File: config.mk
export PLATFORM = sky130hd
export DESIGN_NAME = sha512_ram
export DESIGN_NICKNAME = d
export VERILOG_FILES = /design/src/sv/sha512_ram.sv
export SDC_FILE = /design/constraint.sdc
export NUM_CORES = 1
export LEC_CHECK = 0
export BUFFER_PORTS_ARGS = -buffer_cell sky130_fd_sc_hd__buf_2
export CAP_MARGIN = 15
export CORE_MARGIN = 2
export CORE_UTILIZATION = 35
export DETAILED_ROUTE_END_ITERATION = 8
export HOLD_SLACK_MARGIN = 0.06
export SLEW_MARGIN = 20
export SYNTH_ARGS = -nofsm -noshare
export SYNTH_HDL_FRONTEND = slang
export SYNTH_SLANG_ARGS = --single-unit
File: constraint.sdc
create_clock -name clk -period 5.71 [get_ports clk]
set_input_delay 0.2855 -clock clk [delete_from_list [all_inputs] [get_ports clk]]
set_output_delay 0.2855 -clock clk [all_outputs]
set_load 0.005 [all_outputs]
File: src/sv/sha512_ram.sv
// ----------------------------------------------------------------------------
// Generic RAM
// Single write port, single read port, registered read data.
// ----------------------------------------------------------------------------
`default_nettype none
module sha512_ram #(
	parameter int Width = 64,
	parameter int Depth = 16
) (
	input  wire logic                     clk,
	input  wire logic                     we,
	input  wire logic [$clog2(Depth)-1:0] waddr,
	input  wire logic [Width-1:0]         wdata,
	input  wire logic [$clog2(Depth)-1:0] raddr,
	output logic      [Width-1:0]         rdata
);
	logic [Width-1:0] mem [Depth];

	always_ff @(posedge clk) begin
		if (we) begin
			mem[waddr] <= wdata;
		end
		rdata <= mem[raddr];
	end
endmodule
`default_nettype wire

==> results of run 1 <==
-- how the worst min path moves through the flow --
stage / startpoint / to / slack (ns) / depth (start not counted)
global placement: wdata[30] / mem[6][30] / 0.64 / 1
floorplan: wdata[0] / mem[0][0] / 0.38 / 0
finish: raddr[1] / rdata[6] / 0.30 / 4
detailed placement: wdata[54] / mem[0][54] / 0.66 / 1
global route: raddr[1] / rdata[6] / 0.34 / 4
CTS: raddr[1] / rdata[6] / 0.28 / 4
-- cell usage in the layout (no fill, tap or decap), drive strengths merged, types with 2 or more instances in the layout --
| cell | count |
|---|---|
| bufinv | 8 |
| nand3b | 2 |
| nor2 | 13 |
| clkinv | 36 |
| nand2 | 65 |
| nand2b | 2 |
| edfxtp | 1024 |
| mux4 | 256 |
| clkbuf | 144 |
| nor2b | 2 |
| clkinvlp | 5 |
| buf | 176 |
| a22oi | 128 |
| dlygate4sd3 | 64 |
| inv | 2 |
| nor3 | 4 |
| dfxtp | 64 |
-- synthesized netlist by cell type (all sizes together) --
library cell / number / share of area (%)
nand3: 1 / 0.013
nand2: 65 / 0.62
and2: 1 / 0.016
dfxtp: 64 / 3.2
nor2b: 2 / 0.032
edfxtp: 1024 / 78
clkbuf: 36 / 0.34
nand3b: 2 / 0.038
nor3: 4 / 0.051
nand2b: 2 / 0.032
nor2: 13 / 0.12
or3b: 1 / 0.022
mux4: 256 / 15
buf: 48 / 0.80
a22oi: 128 / 2.4
-- power groups by stage --
stage | Sequential (mW) | Combinational [mW] | Clock [mW]
CTS | 9.00 | 0.811 | 6.94
global placement | 9.16 | 0.752 | 0
finish | 8.99 | 0.789 | 6.79
floorplan | 9.15 | 0.425 | 0
global route | 9.01 | 0.861 | 7.23
detailed placement | 9.17 | 0.766 | 0
-- per-stage QoR --
step	power (mW)	std cells	hold slack (ns)	area, sq um
after global placement	9.91	3239	0.645	42200
after detailed placement	9.94	3239	0.657	42200
after floorplan	9.57	1647	0.384	39600
final	16.6	3498	0.302	46300
after CTS	16.8	3498	0.281	46300
after global routing	17.1	3498	0.342	46300
-- cell families after synthesis --
family          synth area share, %
flops                          80.9
compound gates                 2.43
buf+inv                        1.14
simple gates                  0.942
mux                            14.6
-- flip-flops by register name, indices dropped and copies added (netlist names) --
register and cells:
mem 1024, rdata 64
-- per-layer routing --
layer  global-route usage [%]  vias to the layer above
met4                     3.85                        6
met2                     24.6                      585
met1                     21.7                     9694
met5                        0                        -
li1                         -                     7584
met3                     2.50                      126
-- cell type report --
class	count	area [sq um]
Sequential cell	1088	32000
Timing Repair Buffer	240	1710
Tap cell	1500	1880
Fill cell	9766	66100
Clock buffer	144	2920
Clock inverter	51	474
Multi-Input combinational cell	475	7240
-- worst reg2reg max path: cells and delay by family, from the launching register on --
kind / cells / cell delay (ns)
muxes: 1 / 0.47
and+or+nand+nor: 1 / 0.17
DFF: 1 / 0.37
AOI/OAI and AO/OA: 1 / 0.21
==> results_dict.tcl, run 1 <==
set metrics [dict create \
    status "completed" \
    post_drt_wl_per_cell_um 25.3 \
    nets 1984 \
    cts_tree "done" \
    cts_buffer_depth 3 \
    critPathMaxFanout 91 \
    ant_nets 0 \
    path_cells "buf_8 > buf_12 > mux4_2 > a22oi_1 > nand2_1" \
    die_w_um 340 \
    power_frac_seq_pct 54.3 \
    met1_length_um 38500 \
    dpl.hpwl_um 45200 \
    first_pass_iters 5 \
    dr_wl_met3_um 5180 \
    via_per_inst 5.14 \
    cp.arrival_ns 2.59 \
    drv_slew 0 \
    highest_layer "met5" \
    crit_path_end_kind "register" \
    power_leakage_nw 14.7 \
    period_share_pct 36.0 \
    max_slew_margin_pct 28.4 \
    cp-startpoint "raddr[0]" \
    drc_errors 0 \
    grt_pass1_vias 19100 \
    num_rows 123 \
    path_clk_slew_ns 0.06 \
    track_usage_pct 15.3 \
    dp_slack_ns 2.91 \
    synthCells 1647 \
    post_cts_resized 0 \
    syn_to_final_growth_pct 16.9 \
    cts_made_buffers 105 \
    skew_ns 0.0137 \
    p_int_mw 13.2 \
    globalplace.congestion 0.694 \
    postCtsHoldBufs 64 \
    setup_viol 0 \
    worst_ep_required_time_ns 6.24 \
    fin_crit_ns 2.05 \
    crit_cells 5 \
    start_kind "primary input" \
    syn-num-nets 1721 \
    cpPeakStageDelay_ns 0.67 \
    r2r_cells 3 \
    grt_pass1_wl_um 130000 \
    critical-path-top-delay-family "buffers and inverters" \
    route.met2.wl_um 43200 \
    wl_um 88700 \
    fmax_ghz 0.487 \
    p_sw_share_pct 20.4 \
    cp_num_buf_inv 2 \
    timing.final.ws_setup_ns 3.66 \
    synth_area_sq_um 39600 \
    dieArea_sq_um 116000 \
    endpoint "rdata[44]" \
    antenna_found_initial 3 \
    grt_overflow 0 \
    tightest_slew_ns 1.07 \
    combPwrFrac_pct 4.8 \
    die_h_um 340 \
    hp-class "primary input to register" \
    setup_tns_ns 0 \
    r2r_start "mem[11][11]" \
    rrSetupSlack_ns 4.34 \
    hold_viol_final 0 \
    rsz0062_at_grt "no" \
    clock-sinks 1088 \
    drv_cap 0 \
    io_pins 138 \
    final_util_pct 41.2 \
    clkLatencyLatePin_ns 0.66 \
    switching_power_mw 3.38 \
    slowest_stage "buf_12" \
    synth_cell_types 18 \
    grt_max_degree 154 \
    ys.warnings.count 0 \
    cts_setup_buffers 0 \
    cts-root-buf "clkbuf_16" \
    cts.htree.levels 3 \
    synth_seq_cells 1088 \
    peakVddDrop_mv 0.262 \
    avgSynthCellArea_sq_um 24.0 \
    critical_path_class "primary input to register" \
    rr_endpoint "rdata[11]" \
    initial_core_util_pct 35.2 \
    powerDensity_nw_per_um2 358 \
    route.vias.total 18000 \
    portBuffers 137 \
    core_area_sq_um 112000 \
    diodes 0 \
    clkPwrFrac_pct 41.0 \
    drive_gt1_share_pct 30.4 \
    first_iter_violations 1818 \
    ys_seq_area_share_pct 80.9 \
]
Power figures use the tool's default switching activity.
==> inputs of run 2 (changes only) <==
==> constraint.sdc (replaced) <==
create_clock -name clk -period 2.1 [get_ports clk]
set_input_delay 0.105 -clock clk [delete_from_list [all_inputs] [get_ports clk]]
set_output_delay 0.105 -clock clk [all_outputs]
set_load 0.005 [all_outputs]
==> results_dict.tcl, run 2 (synthesis gave the netlist of run 1 again) <==
set metrics [dict create \
    fillCellCount 9635 \
    hold_depth 4 \
    nets 2072 \
    grt_pass1_vias 19600 \
    critPathMaxFanout 14 \
    worst_ep_required_time_ns 2.45 \
    final_cell_area_sq_um 47800 \
    first_pass_iters 5 \
    io_pins 138 \
    final_cell_mix "edfxtp_1, mux4_2, buf_2, a22oi_1, clkbuf_16" \
    cts.htree.levels 3 \
    initial_core_util_pct 35.2 \
    final_util_pct 42.6 \
    rsz0062_at_grt "no" \
    syn_to_final_growth_pct 20.8 \
    dp_slack_ns 0.246 \
    hold_viol_final 0 \
    final_common_cell "edfxtp_1" \
    largest_reg_flops 1024 \
    drive_gt1_share_pct 32.9 \
    post_cts_resized 0 \
    dpl.hpwl_um 51900 \
    portBuffers 137 \
    ant_nets 0 \
    grt_overflow 0 \
    fmax_ghz 0.512 \
    regArea_sq_um 32000 \
    regMostFlops "mem" \
    r2r_cells 3 \
    timing.final.ws_setup_ns 0.145 \
    post_drt_wl_per_cell_um 25.4 \
    clock-sinks 1088 \
    path_clk_slew_ns 0.06 \
    placed_cell_area_sq_um 43400 \
    top_regs "mem (1024), rdata (64)" \
    first_iter_violations 1834 \
    clkLatencyLatePin_ns 0.67 \
    die_h_um 340 \
    start_kind "primary input" \
    tightest_slew_ns 0.611 \
    cp.arrival_ns 2.30 \
    drv_slew 0 \
    cts_setup_buffers 0 \
    stdcell_count 3593 \
    power_leakage_nw 15.4 \
    track_usage_pct 15.7 \
    multi_input_area_sq_um 7270 \
    via_per_inst 5.12 \
    skew_ns 0.0273 \
    critical_path_class "primary input to register" \
    cts-root-buf "clkbuf_16" \
    wl_um 91300 \
    num_rows 123 \
    route.vias.total 18400 \
    drc_errors 0 \
    drv_cap 0 \
    setup_viol 0 \
    status "completed" \
    fin_crit_ns 1.95 \
    totalPowerFinal_mw 46.2 \
    core_area_sq_um 112000 \
    max_slew_margin_pct 59.2 \
    period_share_pct 93.1 \
    antenna_found_initial 4 \
    grt_pass1_wl_um 134000 \
    globalplace.congestion 0.723 \
    cts_made_buffers 109 \
    die_w_um 340 \
    postCtsHoldBufs 74 \
    grt_max_degree 65 \
    hp-class "primary input to register" \
    dpl.cell_count 3313 \
    peakVddDrop_mv 0.650 \
    cts_buffer_depth 3 \
    dieArea_sq_um 116000 \
    powerDensity_nw_per_um2 967 \
    crit_path_end_kind "register" \
    cts_tree "done" \
]
run 2: worst max-delay path, cell delays in order:
cell	delay, ns
dlygate4sd3_1	0.52
buf_2	0.15
nand3_4	0.09
dlygate4sd3_1	0.64
nor2_4	0.50
buf_12	0.27
run 2: metal layers:
layer	part of all wire [%]	global-route usage [%]	vias to the layer above	routed length (um)
met5	0.0077	0	-	7
met4	2.1	4.00	2	1880
met3	5.2	2.60	122	4740
met2	49	25.1	539	44400
met1	44	22.6	9965	40300
li1	-	-	7781	-
run 2: final cells by class:
type | instances | share of cell area, %
clock inverter | 45 | 1.05
tap | 1500 | 3.93
timing repair buffer | 324 | 6.29
multi-input combinational | 475 | 15.2
antenna | 4 | 0.0209
sequential | 1088 | 67.0
clock buffer | 157 | 6.51
run 2: worst paths after layout:
path	start	slack (ns)	endpoint
max reg2reg	mem[11][47]	0.67	rdata[47]
min reg2reg	mem[13][38]	0.66	rdata[38]
max	waddr[3]	0.15	mem[15][27]
min	we	0.15	mem[14][18]
run 2: where the power goes:
group	total, mW	internal, mW	switching (mW)
registers	24.5	24.3	0.183
clock network	19.4	11.6	7.83
logic	2.36	1.06	1.30
total	46.2	36.9	9.32
run 2: metrics by stage:
stage | hold slack [ns] | setup TNS (ns)
2_1_floorplan | 0.204 | -194.19
3_3_place_gp | 0.468 | 0
3_5_place_dp | 0.487 | 0
4_1_cts | 0.124 | 0
5_1_grt | 0.152 | 0
6_report | 0.150 | 0
==> inputs of run 3 (changes only) <==
==> constraint.sdc (replaced) <==
create_clock -name clk -period 2 [get_ports clk]
set_input_delay 0.1 -clock clk [delete_from_list [all_inputs] [get_ports clk]]
set_output_delay 0.1 -clock clk [all_outputs]
set_load 0.005 [all_outputs]
==> results_dict.tcl, run 3 (synthesis gave the netlist of run 1 again) <==
set metrics [dict create \
    power_leakage_nw 15.3 \
    nets 2058 \
    top_regs "mem (1024), rdata (64)" \
    critPathMaxFanout 5 \
    rr_endpoint "rdata[13]" \
    min_to "mem[4][20]" \
    critical_path_class "primary input to register" \
    skew_ns 0.0212 \
    hold_viol_final 0 \
    cts_tree "done" \
    slowest_stage "dlygate4sd3_1" \
    final_cell_mix "edfxtp_1, mux4_2, buf_2, a22oi_1, clkbuf_16" \
    largest_reg_flops 1024 \
    period_share_pct 86.5 \
    min_from "waddr[1]" \
    dpl.cell_count 3304 \
    via_per_inst 5.15 \
    cpPeakStageDelay_ns 0.65 \
    dpl.hpwl_um 51200 \
    initial_core_util_pct 35.2 \
    met1_length_um 39900 \
    syn_to_final_growth_pct 20.5 \
    grt_pass1_wl_um 133000 \
    grt_max_degree 41 \
    dieArea_sq_um 116000 \
    globalplace.congestion 0.728 \
    grt_pass1_vias 19500 \
    setup_viol 0 \
    route.met2.wl_um 44600 \
    highest_layer "met5" \
    hp-class "primary input to register" \
    max_slew_margin_pct 64.3 \
    cts-root-buf "clkbuf_16" \
    stdcell_count 3578 \
    drv_slew 0 \
    post_cts_resized 0 \
    route.vias.total 18400 \
    cts_setup_buffers 0 \
    first_pass_iters 5 \
    status "completed" \
    die_h_um 340 \
    wl_um 90900 \
    tightest_slew_ns 0.533 \
    postCtsHoldBufs 70 \
    drive_gt1_share_pct 32.2 \
    r2r_cells 3 \
    drv_cap 0 \
    final_common_cell "edfxtp_1" \
    track_usage_pct 15.7 \
    fin_crit_ns 1.73 \
    drc_errors 0 \
    peakVddDrop_mv 0.704 \
    path_clk_slew_ns 0.06 \
    first_iter_violations 1719 \
    regMostFlops "mem" \
    rsz0062_at_grt "no" \
    rrSetupSlack_ns 0.55 \
    grt_overflow 0 \
    clkLatencyLatePin_ns 0.69 \
    fmax_ghz 0.578 \
    hold-worst-slack_ns 0.114 \
    portBuffers 137 \
    core_area_sq_um 112000 \
    die_w_um 340 \
    num_rows 123 \
    dr_wl_met3_um 4910 \
    crit_path_end_kind "register" \
    clock-sinks 1088 \
    worst_ep_required_time_ns 2.40 \
    io_pins 138 \
    path_common_cell "dlygate4sd3_1" \
    start_kind "primary input" \
    cts_made_buffers 108 \
    ant_nets 0 \
    powerDensity_nw_per_um2 996 \
    post_drt_wl_per_cell_um 25.4 \
    cts_buffer_depth 3 \
    cp.arrival_ns 2.13 \
    r2r_start "mem[3][13]" \
    hold_depth 3 \
    path_cells "dlygate4sd3_1 > buf_2 > nand3_4 > nor3_4 > dlygate4sd3_1" \
    cts.htree.levels 3 \
    antenna_found_initial 13 \
]
run 3: worst max path at each step:
stage,startpoint,endpoint,slack (ns),depth (start not counted)
global route,raddr[0],rdata[60],0.16,6
CTS,waddr[2],mem[12][19],0.29,5
detailed placement,raddr[0],rdata[57],0.17,5
floorplan,waddr[2],mem[0][0],-0.57,2
finish,waddr[3],mem[12][19],0.27,5
global placement,raddr[0],rdata[41],0.20,6
run 3: per-layer routing:
metal | up-vias | global-route usage [%]
li1 | 7748 | -
met2 | 488 | 25.5
met3 | 116 | 2.75
met4 | 18 | 3.97
met1 | 10100 | 22.0
met5 | - | 0
run 3: worst max-delay path, delay by kind of cell:
kind,cells,cell delay (ns)
buffers and inverters,3,1.38
AND/OR/NAND/NOR,2,0.64
run 3: area by class of cell:
| type | instances | area [sq um] |
|---|---|---|
| fill | 9579 | 64700 |
| sequential | 1088 | 32000 |
| multi-input combinational | 475 | 7270 |
| timing repair buffer | 311 | 3090 |
| clock buffer | 150 | 2970 |
| tap | 1500 | 1880 |
| clock inverter | 53 | 433 |
| antenna | 1 | 2.50 |
run 3: metrics by stage:
step                instance area (sq um)  setup TNS (ns)  total power, mW  worst slack, ns  util (%)
finish                              47700               0             47.5            0.269      42.4
global route                        47700               0             49.1            0.164      42.4
CTS                                 47700               0             48.0            0.290      42.4
detailed placement                  43600               0             28.6            0.170      38.8
global placement                    43600               0             28.5            0.196      38.8
floorplan                           39700         -382.89             27.3           -0.568         -
run 3: power by group:
group          switching (mW)  leakage [nW]  internal, mW
clock network            8.42          1.66          10.9
logic                    1.36          3.85          1.11
registers               0.181          9.79          25.5
total                    9.96          15.3          37.5
