===== src/sv/sha512_pkg.sv =====
// ----------------------------------------------------------------------------
// SHA-512 package
// Shared constants, types and round functions of the SHA-512 digest unit.
// ----------------------------------------------------------------------------
`default_nettype none
package sha512_pkg;

	localparam int WordW   = 64;
	localparam int CountW  = 61;
	localparam int Rounds  = 80;
	localparam int RndW    = 7;
	localparam int SchedD  = 16;
	localparam int SchedAw = 4;
	localparam int HashD   = 8;
	localparam int HashAw  = 3;

	typedef logic [WordW-1:0] word_t;

	typedef struct packed {
		logic [7:0] data_byte;
		logic       byte_present;
		logic       msg_end;
	} in_word_t;

	typedef struct packed {
		word_t      digest_word;
		logic [2:0] word_index;
		logic       last_word;
	} out_word_t;

	function automatic word_t rotr(input word_t x, input int n);
		rotr = (x >> n) | (x << (WordW - n));
	endfunction

	function automatic word_t big_s0(input word_t a);
		big_s0 = rotr(a, 28) ^ rotr(a, 34) ^ rotr(a, 39);
	endfunction

	function automatic word_t big_s1(input word_t e);
		big_s1 = rotr(e, 14) ^ rotr(e, 18) ^ rotr(e, 41);
	endfunction

	function automatic word_t sml_s0(input word_t x);
		sml_s0 = rotr(x, 1) ^ rotr(x, 8) ^ (x >> 7);
	endfunction

	function automatic word_t sml_s1(input word_t x);
		sml_s1 = rotr(x, 19) ^ rotr(x, 61) ^ (x >> 6);
	endfunction

	function automatic word_t init_hash(input logic [HashAw-1:0] i);
		word_t v;
		v = '0;
		case (i)
			3'd0: v = 64'h6a09e667f3bcc908;
			3'd1: v = 64'hbb67ae8584caa73b;
			3'd2: v = 64'h3c6ef372fe94f82b;
			3'd3: v = 64'ha54ff53a5f1d36f1;
			3'd4: v = 64'h510e527fade682d1;
			3'd5: v = 64'h9b05688c2b3e6c1f;
			3'd6: v = 64'h1f83d9abfb41bd6b;
			default: v = 64'h5be0cd19137e2179;
		endcase
		init_hash = v;
	endfunction

	localparam word_t RoundK [Rounds] = '{
		64'h428a2f98d728ae22, 64'h7137449123ef65cd, 64'hb5c0fbcfec4d3b2f, 64'he9b5dba58189dbbc,
		64'h3956c25bf348b538, 64'h59f111f1b605d019, 64'h923f82a4af194f9b, 64'hab1c5ed5da6d8118,
		64'hd807aa98a3030242, 64'h12835b0145706fbe, 64'h243185be4ee4b28c, 64'h550c7dc3d5ffb4e2,
		64'h72be5d74f27b896f, 64'h80deb1fe3b1696b1, 64'h9bdc06a725c71235, 64'hc19bf174cf692694,
		64'he49b69c19ef14ad2, 64'hefbe4786384f25e3, 64'h0fc19dc68b8cd5b5, 64'h240ca1cc77ac9c65,
		64'h2de92c6f592b0275, 64'h4a7484aa6ea6e483, 64'h5cb0a9dcbd41fbd4, 64'h76f988da831153b5,
		64'h983e5152ee66dfab, 64'ha831c66d2db43210, 64'hb00327c898fb213f, 64'hbf597fc7beef0ee4,
		64'hc6e00bf33da88fc2, 64'hd5a79147930aa725, 64'h06ca6351e003826f, 64'h142929670a0e6e70,
		64'h27b70a8546d22ffc, 64'h2e1b21385c26c926, 64'h4d2c6dfc5ac42aed, 64'h53380d139d95b3df,
		64'h650a73548baf63de, 64'h766a0abb3c77b2a8, 64'h81c2c92e47edaee6, 64'h92722c851482353b,
		64'ha2bfe8a14cf10364, 64'ha81a664bbc423001, 64'hc24b8b70d0f89791, 64'hc76c51a30654be30,
		64'hd192e819d6ef5218, 64'hd69906245565a910, 64'hf40e35855771202a, 64'h106aa07032bbd1b8,
		64'h19a4c116b8d2d0c8, 64'h1e376c085141ab53, 64'h2748774cdf8eeb99, 64'h34b0bcb5e19b48a8,
		64'h391c0cb3c5c95a63, 64'h4ed8aa4ae3418acb, 64'h5b9cca4f7763e373, 64'h682e6ff3d6b2b8a3,
		64'h748f82ee5defb2fc, 64'h78a5636f43172f60, 64'h84c87814a1f0ab72, 64'h8cc702081a6439ec,
		64'h90befffa23631e28, 64'ha4506cebde82bde9, 64'hbef9a3f7b2c67915, 64'hc67178f2e372532b,
		64'hca273eceea26619c, 64'hd186b8c721c0c207, 64'heada7dd6cde0eb1e, 64'hf57d4f7fee6ed178,
		64'h06f067aa72176fba, 64'h0a637dc5a2c898a6, 64'h113f9804bef90dae, 64'h1b710b35131c471b,
		64'h28db77f523047d84, 64'h32caab7b40c72493, 64'h3c9ebe0a15c9bebc, 64'h431d67c49c100d4c,
		64'h4cc5d4becb3e42b6, 64'h597f299cfc657e2a, 64'h5fcb6fab3ad6faec, 64'h6c44198c4a475817
	};

endpackage
`default_nettype wire


===== src/sv/sha512_round.sv =====
// ----------------------------------------------------------------------------
// SHA-512 round datapath
// One compression round on the working registers a..h per call.
// ----------------------------------------------------------------------------
`default_nettype none
module sha512_round import sha512_pkg::*; (
	input  wire word_t a_in [8],
	input  wire word_t w_in,
	input  wire word_t k_in,
	output word_t      a_out [8]
);
	word_t t1;
	word_t t2;

	always_comb begin
		t1 = a_in[7] + ((a_in[4] & a_in[5]) ^ (~a_in[4] & a_in[6])) + big_s1(a_in[4])
			+ w_in + k_in;
		t2 = big_s0(a_in[0]) + ((a_in[0] & a_in[1]) ^ (a_in[0] & a_in[2])
			^ (a_in[1] & a_in[2]));
		a_out[0] = t1 + t2;
		a_out[1] = a_in[0];
		a_out[2] = a_in[1];
		a_out[3] = a_in[2];
		a_out[4] = a_in[3] + t1;
		a_out[5] = a_in[4];
		a_out[6] = a_in[5];
		a_out[7] = a_in[6];
	end
endmodule
`default_nettype wire


===== config.mk =====
export PLATFORM = sky130hd
export DESIGN_NAME = sha512_round
export DESIGN_NICKNAME = d
export VERILOG_FILES = /design/src/sv/sha512_pkg.sv /design/src/sv/sha512_round.sv
export SDC_FILE = /design/constraint.sdc
export NUM_CORES = 1
export LEC_CHECK = 0
export BUFFER_PORTS_ARGS = -buffer_cell sky130_fd_sc_hd__buf_2
export CORE_AREA = 5 5 441 443
export DETAILED_ROUTE_END_ITERATION = 8
export DIE_AREA = 0 0 446 448
export PLACE_DENSITY_LB_ADDON = 0.1
export SLEW_MARGIN = 10
export SYNTH_ARGS = -nofsm -noshare
export SYNTH_HDL_FRONTEND = slang
export SYNTH_SLANG_ARGS = --single-unit

===== constraint.sdc =====
create_clock -name vclk -period 11.76
set_clock_uncertainty 0.05 [all_clocks]
set_input_delay 2.352 -clock vclk [all_inputs]
set_output_delay 2.352 -clock vclk [all_outputs]
set_load 0.01 [all_outputs]

==> impl_metrics.prom, run 1 <==
# TYPE chip_impl_metric gauge
chip_impl_info{name="cp-end-kind",value="output pin"} 1
chip_impl_metric{name="yosys.area_share.adder",unit="%"} 30.4
chip_impl_info{name="crit_top_cell",value="sky130_fd_sc_hd__buf_4"} 1
chip_impl_metric{name="first_global_vias",unit=""} 29000
chip_impl_metric{name="antenna_violations_before_repair",unit=""} 56
chip_impl_metric{name="die_h",unit="µm"} 448
chip_impl_metric{name="drc",unit=""} 0
chip_impl_metric{name="grt_start_max_net_pins",unit=""} 10
chip_impl_metric{name="synth_compound_gate_area_share",unit="%"} 20.1
chip_impl_info{name="kind_of_cell_with_the_highest_combined_delay_on_the_critical_path",value="adder cells"} 1
chip_impl_metric{name="first_pass_grt_wire_length",unit="µm"} 248000
chip_impl_metric{name="timing.critical_path.arrival",unit="ns"} 9.74
chip_impl_metric{name="grt-ovfl-total",unit=""} 0
chip_impl_info{name="setup.worst_path.start_class",value="input pin"} 1
chip_impl_metric{name="synthesis.area_per_instance",unit="µm²"} 7.71
chip_impl_info{name="worst_hold_path_type",value="in2out"} 1
chip_impl_metric{name="chipWidth",unit="µm"} 446
chip_impl_metric{name="synth.lib_cells_used.distinct",unit=""} 79
chip_impl_info{name="failed_checks",value="negative setup slack"} 1
chip_impl_metric{name="initial_utilization",unit="%"} 13.0
chip_impl_metric{name="total_half_perimeter_wirelength_after_legalization_and_detailed_placement",unit="µm"} 181000
chip_impl_metric{name="post_cts_hold_buffer_count",unit=""} 0
chip_impl_metric{name="fin_setup_tns",unit="ns"} -2.46
chip_impl_metric{name="cp_max_fo",unit=""} 5
chip_impl_info{name="cp_slowest_cell",value="sky130_fd_sc_hd__fa_1"} 1
chip_impl_metric{name="synth-warning-count",unit=""} 0
chip_impl_metric{name="finalHoldViolCount",unit=""} 0
chip_impl_metric{name="drt_pre_antenna_iters",unit=""} 5
chip_impl_metric{name="net_count_of_the_mapped_netlist",unit=""} 4268
chip_impl_metric{name="share_of_cells_above_drive_strength_1",unit="%"} 49.7
chip_impl_metric{name="drt_iter0_markers",unit=""} 1185
chip_impl_metric{name="finalMaxSlewViolations",unit=""} 0
chip_impl_metric{name="seq_cells",unit=""} 0
chip_impl_metric{name="synth_top_area_share",unit="%"} 20.6
chip_impl_info{name="synth.largest_area_cell",value="sky130_fd_sc_hd__fa_1"} 1
chip_impl_metric{name="worstPathRequired",unit="ns"} 9.36
chip_impl_info{name="outcome",value="finished with violations"} 1
chip_impl_metric{name="gpl.final_weighted_congestion",unit=""} 0.910
chip_impl_metric{name="min_period",unit="ns"} 12.15
chip_impl_metric{name="synth_seq_area_share",unit="%"} 0
chip_impl_metric{name="multiInputGateArea",unit="µm²"} 21200
chip_impl_info{name="rsz_0062_raised_after_global_routing",value="true"} 1
chip_impl_metric{name="maxcap_viol_count",unit=""} 0
chip_impl_metric{name="grtUsageTotal",unit="%"} 18.1
chip_impl_metric{name="final.clkbuf_count",unit=""} 0
chip_impl_metric{name="area_taken_by_flip_flops_and_latches",unit="µm²"} 0
chip_impl_metric{name="syn_area",unit="µm²"} 24600
chip_impl_metric{name="critical_path.n_buffers_inverters",unit=""} 15
chip_impl_metric{name="flow.area_growth_from_synthesis",unit="%"} 58.1
chip_impl_metric{name="fp.dieArea",unit="µm²"} 200000
chip_impl_metric{name="nNetsFinal",unit=""} 5803
chip_impl_metric{name="setup-violations-final",unit=""} 12
chip_impl_metric{name="yosys.area_share.simple",unit="%"} 9.17
chip_impl_metric{name="route.detailed.wl_per_inst",unit="µm"} 26.5
chip_impl_metric{name="fp-row-count",unit=""} 160
chip_impl_metric{name="via_per_inst",unit=""} 3.71
chip_impl_metric{name="max_slew.worst_pin.slew",unit="ns"} 1.21
chip_impl_metric{name="wl",unit="µm"} 192000
chip_impl_info{name="synthMostInstantiatedCell",value="sky130_fd_sc_hd__inv_1"} 1
chip_impl_metric{name="timing.fmax",unit="MHz"} 82.3
chip_impl_info{name="synth_top_area_cells",value="sky130_fd_sc_hd__fa_1 21%, sky130_fd_sc_hd__buf_4 12%, sky130_fd_sc_hd__xnor2_1 11%"} 1
chip_impl_metric{name="worst_slack",unit="ns"} -0.386
chip_impl_info{name="path_class",value="in2out"} 1
chip_impl_metric{name="dr_total_vias",unit=""} 26900
chip_impl_metric{name="synth-xor-area-share",unit="%"} 16.3
chip_impl_metric{name="numPortBuffers",unit=""} 1152
chip_impl_metric{name="maxSlewHeadroom",unit="%"} 18.5
chip_impl_metric{name="worst_path_largest_cell_delay",unit="ns"} 0.58
chip_impl_metric{name="fillers",unit=""} 21600
chip_impl_metric{name="pin_count",unit=""} 1152
chip_impl_metric{name="synth.mux.area_fraction",unit="%"} 2.96
chip_impl_metric{name="period_share",unit="%"} 103
chip_impl_info{name="synth_top_cells_by_count",value="530 x sky130_fd_sc_hd__inv_1, 384 x sky130_fd_sc_hd__buf_4, 300 x sky130_fd_sc_hd__xnor2_1, 253 x sky130_fd_sc_hd__fa_1, 206 x sky130_fd_sc_hd__a21oi_1"} 1
chip_impl_metric{name="postSynthCellCount",unit=""} 3186
chip_impl_metric{name="core_area",unit="µm²"} 190000
chip_impl_metric{name="antenna_left",unit=""} 0
chip_impl_info{name="dominant_combinational_cell_family_by_area_after_synthesis",value="adder cells"} 1
[metrics by stage]
stage                     instance area [µm²]  std cells  worst slack (ns)  hold slack [ns]  util (%)
after global placement                  36500       7182             -1.14             4.85      19.2
after detailed placement                36500       7182             -1.15             4.85      19.2
after CTS                               37500       7206            -0.561             4.85      19.8
after global routing                    38800       7233            -0.686             4.86      20.5
final                                   38800       7235            -0.386             4.85      20.5
after floorplan                         24600       3186             0.218             4.75         -
[timing repair]
action / CTS / global route
pin swaps: 54 / 131
endpoints found under the setup margin: 51 / 52
setup buffers: 30 / 30
resized for setup: 164 / 260
[area by class of cell]
| class | count | share of cell area (%) |
|---|---|---|
| multi-input cells | 2194 | 54.5 |
| repair buffers | 1995 | 32.2 |
| well taps | 2511 | 8.09 |
| inverters | 530 | 5.19 |
| diodes | 5 | 0.0322 |
[layout by cell type, fill, tap and decap left out, drive strengths merged, types with 7 or more instances in the layout]
master   Yosys  routed
o211ai      13      13
a221oi       8       8
or3          7       7
or2         10      10
mux2        61      61
buf        390    1995
o31ai       11      11
fa         253     253
o21ai      180     180
o21a        21      21
nor4         7       7
nor2b       16      16
a31oi       25      25
inv        530     525
a211oi      14      14
a21o       181     181
a2111oi      8       8
nand4       47      47
a21boi       8       8
nand2b      18      18
a41o         7       7
nand3       39      39
ha         189     189
nor2       104     104
xor2       155     155
nor3        27      27
and3        17      17
o21bai      32      32
xnor2      300     300
a21oi      206     206
and2        18      18
nand2      140     140
[final timing paths]
path,start,end,cells past startpoint
max,k_in[10],a_out[508],33
min,a_in[160],a_out[96],2
[layer usage]
layer	GRT usage (%)	share of wire, %
met5	0	0.065
met4	2.81	2.1
met3	1.03	2.4
met2	36.7	56
met1	21.0	40
[kinds of logic (layout without fill, tap and decap cells)]
logic type	Yosys count	after routing
AOI/OAI and AO/OA	765	765
xor gates and xnor gates	456	456
adders and majority gates	446	446
buffers and inverters	992	2525
muxes	65	65
other	0	5
and+or+nand+nor	462	462
Power of run 1 is left out: the tool's default activity adds up to more than one toggle a clock period on the data nets, which glitch-free logic cannot reach.
==> inputs of run 2 (changes only) <==
--- a/config.mk
+++ b/config.mk
@@ -6,9 +6,11 @@
 export NUM_CORES = 1
 export LEC_CHECK = 0
 export BUFFER_PORTS_ARGS = -buffer_cell sky130_fd_sc_hd__buf_2
-export CORE_AREA = 5 5 441 443
+export CELL_PAD_IN_SITES_DETAIL_PLACEMENT = 1
+export CELL_PAD_IN_SITES_GLOBAL_PLACEMENT = 1
+export CORE_AREA = 5 5 445 447
 export DETAILED_ROUTE_END_ITERATION = 8
-export DIE_AREA = 0 0 446 448
+export DIE_AREA = 0 0 450 452
 export PLACE_DENSITY_LB_ADDON = 0.1
 export SLEW_MARGIN = 10
 export SYNTH_ARGS = -nofsm -noshare
==> impl_metrics.prom, run 2 (synthesized netlist as in run 1, its figures left out) <==
# TYPE chip_impl_metric gauge
chip_impl_info{name="outcome",value="finished with violations"} 1
chip_impl_info{name="failed_checks",value="negative setup slack"} 1
chip_impl_metric{name="timing.critical_path.arrival",unit="ns"} 9.78
chip_impl_metric{name="route.detailed.wl_per_inst",unit="µm"} 26.8
chip_impl_metric{name="finalHoldViolCount",unit=""} 0
chip_impl_info{name="rsz_0062_raised_after_global_routing",value="true"} 1
chip_impl_metric{name="area_taken_by_flip_flops_and_latches",unit="µm²"} 0
chip_impl_metric{name="via_per_inst",unit=""} 3.74
chip_impl_info{name="crit_top_cell",value="sky130_fd_sc_hd__buf_4"} 1
chip_impl_metric{name="core_area",unit="µm²"} 194000
chip_impl_metric{name="worstPathRequired",unit="ns"} 9.36
chip_impl_info{name="cp-end-kind",value="output pin"} 1
chip_impl_metric{name="setup-violations-final",unit=""} 14
chip_impl_metric{name="min_period",unit="ns"} 12.18
chip_impl_metric{name="fp-row-count",unit=""} 162
chip_impl_metric{name="drt_pre_antenna_iters",unit=""} 4
chip_impl_metric{name="flow.area_growth_from_synthesis",unit="%"} 58.5
chip_impl_metric{name="antenna_left",unit=""} 0
chip_impl_metric{name="pin_count",unit=""} 1152
chip_impl_metric{name="maxSlewHeadroom",unit="%"} 30.8
chip_impl_metric{name="cp_max_fo",unit=""} 3
chip_impl_metric{name="fin_setup_tns",unit="ns"} -2.73
chip_impl_info{name="final_common_cell",value="sky130_fd_sc_hd__buf_2"} 1
chip_impl_info{name="global_route.peak_usage_layer",value="met2"} 1
chip_impl_metric{name="seq_cells",unit=""} 0
chip_impl_metric{name="final.clkbuf_count",unit=""} 0
chip_impl_metric{name="critical_path.n_buffers_inverters",unit=""} 12
chip_impl_metric{name="die_h",unit="µm"} 452
chip_impl_metric{name="total_half_perimeter_wirelength_after_legalization_and_detailed_placement",unit="µm"} 184000
chip_impl_metric{name="maxcap_viol_count",unit=""} 0
chip_impl_metric{name="nNetsFinal",unit=""} 5792
chip_impl_metric{name="met3_usage",unit="%"} 1.27
chip_impl_metric{name="share_of_cells_above_drive_strength_1",unit="%"} 49.9
chip_impl_metric{name="first_pass_grt_wire_length",unit="µm"} 257000
chip_impl_metric{name="drc",unit=""} 0
chip_impl_info{name="cp_slowest_cell",value="sky130_fd_sc_hd__fa_2"} 1
chip_impl_metric{name="gpl.final_weighted_congestion",unit=""} 0.849
chip_impl_info{name="setup.worst_path.start_class",value="input pin"} 1
chip_impl_metric{name="chipWidth",unit="µm"} 450
chip_impl_metric{name="first_global_vias",unit=""} 30400
chip_impl_metric{name="drt_iter0_markers",unit=""} 816
chip_impl_metric{name="grtUsageTotal",unit="%"} 18.2
chip_impl_info{name="worst_hold_path_type",value="in2out"} 1
chip_impl_metric{name="dr_total_vias",unit=""} 27200
chip_impl_metric{name="initial_utilization",unit="%"} 12.7
chip_impl_metric{name="antenna_violations_before_repair",unit=""} 69
chip_impl_metric{name="fp.dieArea",unit="µm²"} 203000
chip_impl_metric{name="worst_path_largest_cell_delay",unit="ns"} 0.62
chip_impl_metric{name="globalRouteMet2Util",unit="%"} 37.2
chip_impl_metric{name="timing.fmax",unit="MHz"} 82.1
chip_impl_metric{name="grt-ovfl-total",unit=""} 0
chip_impl_metric{name="grt_util_met1",unit="%"} 20.3
chip_impl_metric{name="max_slew.worst_pin.slew",unit="ns"} 1.03
chip_impl_info{name="layout_common_cells",value="1142 x sky130_fd_sc_hd__buf_2, 790 x sky130_fd_sc_hd__buf_4, 505 x sky130_fd_sc_hd__inv_1"} 1
chip_impl_metric{name="worst_slack",unit="ns"} -0.424
chip_impl_metric{name="finalMaxSlewViolations",unit=""} 0
chip_impl_metric{name="wl",unit="µm"} 194000
chip_impl_info{name="path_class",value="in2out"} 1
chip_impl_metric{name="numPortBuffers",unit=""} 1152
chip_impl_info{name="kind_of_cell_with_the_highest_combined_delay_on_the_critical_path",value="adder cells"} 1
chip_impl_metric{name="grt_start_max_net_pins",unit=""} 10
chip_impl_metric{name="period_share",unit="%"} 104
## run 2: stage by stage
| step | setup WS (ns) | util, % | cells | hold slack [ns] | instance area (µm²) |
|---|---|---|---|---|---|
| floorplan | 0.218 | - | 3186 | 4.75 | 24600 |
| global placement | -1.66 | 18.8 | 7199 | 4.85 | 36400 |
| detailed placement | -1.50 | 18.8 | 7199 | 4.85 | 36400 |
| CTS | -0.813 | 19.3 | 7216 | 4.85 | 37500 |
| global route | -0.782 | 20.1 | 7257 | 4.86 | 38900 |
| finish | -0.424 | 20.1 | 7262 | 4.85 | 38900 |
## run 2: cell type report
type | count | area (µm²)
Tap cell | 2542 | 3180
Antenna cell | 12 | 30.0
Timing Repair Buffer | 1984 | 12400
Multi-Input combinational cell | 2194 | 21300
Inverter | 530 | 2010
Fill cell | 23300 | 155000
## run 2: per-layer routing
| layer | wire length, µm | up-vias |
|---|---|---|
| met5 | 123 | - |
| met4 | 4730 | 18 |
| met3 | 4490 | 162 |
| met2 | 110000 | 663 |
| met1 | 75300 | 13200 |
| li1 | - | 13100 |
## run 2: timing repair
item                       4_1_cts  5_1_grt
buffers inserted                21       38
hold buffers                     0        0
resized for setup              188      251
setup endpoints to repair       59       53
pin swaps                       73      131
## run 2: worst paths after layout
check                  from    endpoint  cells after the start
setup / recovery   a_in[18]  a_out[511]                     38
hold / removal    a_in[138]   a_out[74]                      2
Power of run 2 is left out for the same reason.
==> inputs of run 3 (changes only) <==
--- a/config.mk
+++ b/config.mk
@@ -8,10 +8,11 @@
 export BUFFER_PORTS_ARGS = -buffer_cell sky130_fd_sc_hd__buf_2
 export CELL_PAD_IN_SITES_DETAIL_PLACEMENT = 1
 export CELL_PAD_IN_SITES_GLOBAL_PLACEMENT = 1
-export CORE_AREA = 5 5 445 447
+export CORE_AREA = 5 5 439 441
 export DETAILED_ROUTE_END_ITERATION = 8
-export DIE_AREA = 0 0 450 452
+export DIE_AREA = 0 0 444 446
 export PLACE_DENSITY_LB_ADDON = 0.1
+export SETUP_SLACK_MARGIN = 0.5
 export SLEW_MARGIN = 10
 export SYNTH_ARGS = -nofsm -noshare
 export SYNTH_HDL_FRONTEND = slang
==> impl_metrics.prom, run 3 (synthesized netlist as in run 1, its figures left out) <==
# TYPE chip_impl_metric gauge
chip_impl_info{name="cp_slowest_cell",value="sky130_fd_sc_hd__fa_2"} 1
chip_impl_metric{name="period_share",unit="%"} 103
chip_impl_metric{name="via_per_inst",unit=""} 3.75
chip_impl_metric{name="share_of_cells_above_drive_strength_1",unit="%"} 51.6
chip_impl_metric{name="first_global_vias",unit=""} 30700
chip_impl_metric{name="final.clkbuf_count",unit=""} 0
chip_impl_metric{name="worst_slack",unit="ns"} -0.347
chip_impl_info{name="layout_common_cells",value="1139 x sky130_fd_sc_hd__buf_2, 805 x sky130_fd_sc_hd__buf_4, 498 x sky130_fd_sc_hd__inv_1"} 1
chip_impl_metric{name="grtUsageTotal",unit="%"} 18.6
chip_impl_info{name="cp-endpoint",value="a_out[511]"} 1
chip_impl_metric{name="layout.core_utilization",unit="%"} 21.0
chip_impl_info{name="cp-end-kind",value="output pin"} 1
chip_impl_info{name="rsz_0062_raised_after_global_routing",value="true"} 1
chip_impl_metric{name="finalMaxSlewViolations",unit=""} 0
chip_impl_metric{name="numPortBuffers",unit=""} 1152
chip_impl_metric{name="nNetsFinal",unit=""} 5832
chip_impl_metric{name="met3_usage",unit="%"} 1.36
chip_impl_info{name="outcome",value="finished with violations"} 1
chip_impl_metric{name="chipWidth",unit="µm"} 444
chip_impl_metric{name="gpl.final_weighted_congestion",unit=""} 0.850
chip_impl_metric{name="post_cts_hold_buffer_count",unit=""} 0
chip_impl_metric{name="total_half_perimeter_wirelength_after_legalization_and_detailed_placement",unit="µm"} 182000
chip_impl_metric{name="timing.fmax",unit="MHz"} 82.6
chip_impl_info{name="final_common_cell",value="sky130_fd_sc_hd__buf_2"} 1
chip_impl_metric{name="pin_count",unit=""} 1152
chip_impl_metric{name="critical_path.n_buffers_inverters",unit=""} 13
chip_impl_info{name="kind_of_cell_with_the_highest_combined_delay_on_the_critical_path",value="adder cells"} 1
chip_impl_metric{name="fillers",unit=""} 22700
chip_impl_metric{name="maxcap_viol_count",unit=""} 0
chip_impl_metric{name="critical_path_depth",unit=""} 37
chip_impl_metric{name="drc",unit=""} 0
chip_impl_metric{name="maxSlewHeadroom",unit="%"} 25.8
chip_impl_metric{name="route.detailed.wl_per_inst",unit="µm"} 26.7
chip_impl_metric{name="setup-violations-final",unit=""} 15
chip_impl_metric{name="finalHoldViolCount",unit=""} 0
chip_impl_metric{name="antenna_left",unit=""} 0
chip_impl_metric{name="globalRouteMet2Util",unit="%"} 38.1
chip_impl_metric{name="wl",unit="µm"} 194000
chip_impl_info{name="path_class",value="in2out"} 1
chip_impl_info{name="global_route.peak_usage_layer",value="met2"} 1
chip_impl_metric{name="grt_start_max_net_pins",unit=""} 10
chip_impl_info{name="crit_top_cell",value="sky130_fd_sc_hd__buf_4"} 1
chip_impl_metric{name="antenna_violations_before_repair",unit=""} 59
chip_impl_metric{name="grt_util_met1",unit="%"} 21.2
chip_impl_metric{name="grt-ovfl-total",unit=""} 0
chip_impl_metric{name="cp_max_fo",unit=""} 3
chip_impl_metric{name="core_area",unit="µm²"} 189000
chip_impl_metric{name="worst_path_largest_cell_delay",unit="ns"} 0.62
chip_impl_metric{name="worstPathRequired",unit="ns"} 9.36
chip_impl_metric{name="drt_pre_antenna_iters",unit=""} 4
chip_impl_metric{name="die_h",unit="µm"} 446
chip_impl_metric{name="flow.area_growth_from_synthesis",unit="%"} 61.7
chip_impl_info{name="cp-startpoint",value="k_in[16]"} 1
chip_impl_info{name="setup.worst_path.start_class",value="input pin"} 1
chip_impl_metric{name="max_slew.worst_pin.slew",unit="ns"} 1.10
chip_impl_metric{name="seq_cells",unit=""} 0
chip_impl_metric{name="fp-row-count",unit=""} 160
chip_impl_info{name="failed_checks",value="negative setup slack"} 1
chip_impl_metric{name="min_period",unit="ns"} 12.11
chip_impl_metric{name="detailedPlace.worstSlack",unit="ns"} -1.19
chip_impl_metric{name="timing.critical_path.arrival",unit="ns"} 9.70
chip_impl_info{name="worst_hold_path_type",value="in2out"} 1
chip_impl_metric{name="first_pass_grt_wire_length",unit="µm"} 257000
chip_impl_metric{name="drt_iter0_markers",unit=""} 795
chip_impl_metric{name="dr_total_vias",unit=""} 27300
chip_impl_metric{name="area_taken_by_flip_flops_and_latches",unit="µm²"} 0
chip_impl_metric{name="fp.dieArea",unit="µm²"} 198000
chip_impl_metric{name="initial_utilization",unit="%"} 13.0
-- run 3: cell count changes in the layout (fill, tap and decap cells not counted), sizes merged --
cell      before   now
buf         1983  2023
clkinvlp       4     1
diode         12     7
inv          526   529
-- run 3: metal layers --
layer,vias to the layer above,wire [µm]
met2,621,109000
met4,18,3520
met1,13300,76300
met3,128,4700
li1,13200,-
met5,-,103
-- run 3: timing repair --
action / in CTS / in global routing
setup buffers: 60 / 28
resized for setup: 429 / 119
setup endpoints to repair: 76 / 75
pin swaps: 202 / 63
endpoints found under the hold margin: 0 / 0
cloned: 0 / 0
-- run 3: cell type report --
class	count	area (µm²)	area share, %
Inverter	530	2000	5.02
Timing Repair Buffer	2024	12800	32.1
Antenna cell	7	17.5	0.0441
Multi-Input combinational cell	2194	21800	54.9
Tap cell	2511	3140	7.91
-- run 3: worst min-delay path by stage --
stage,from,end,cells past startpoint
floorplan,a_in[64],a_out[0],1
global placement,a_in[188],a_out[124],2
detailed placement,a_in[160],a_out[96],2
CTS,a_in[160],a_out[96],2
global route,a_in[123],a_out[59],2
finish,a_in[122],a_out[58],2
-- run 3: stage by stage --
step	cell area [µm²]	instances	setup TNS [ns]	hold slack, ns
after floorplan	24700	3186	0	4.75
after global placement	36400	7171	-25.26	4.85
after detailed placement	36400	7171	-22.74	4.85
after CTS	38900	7231	-3.57	4.85
after global routing	39700	7263	-9.11	4.86
final	39700	7266	-2.15	4.85
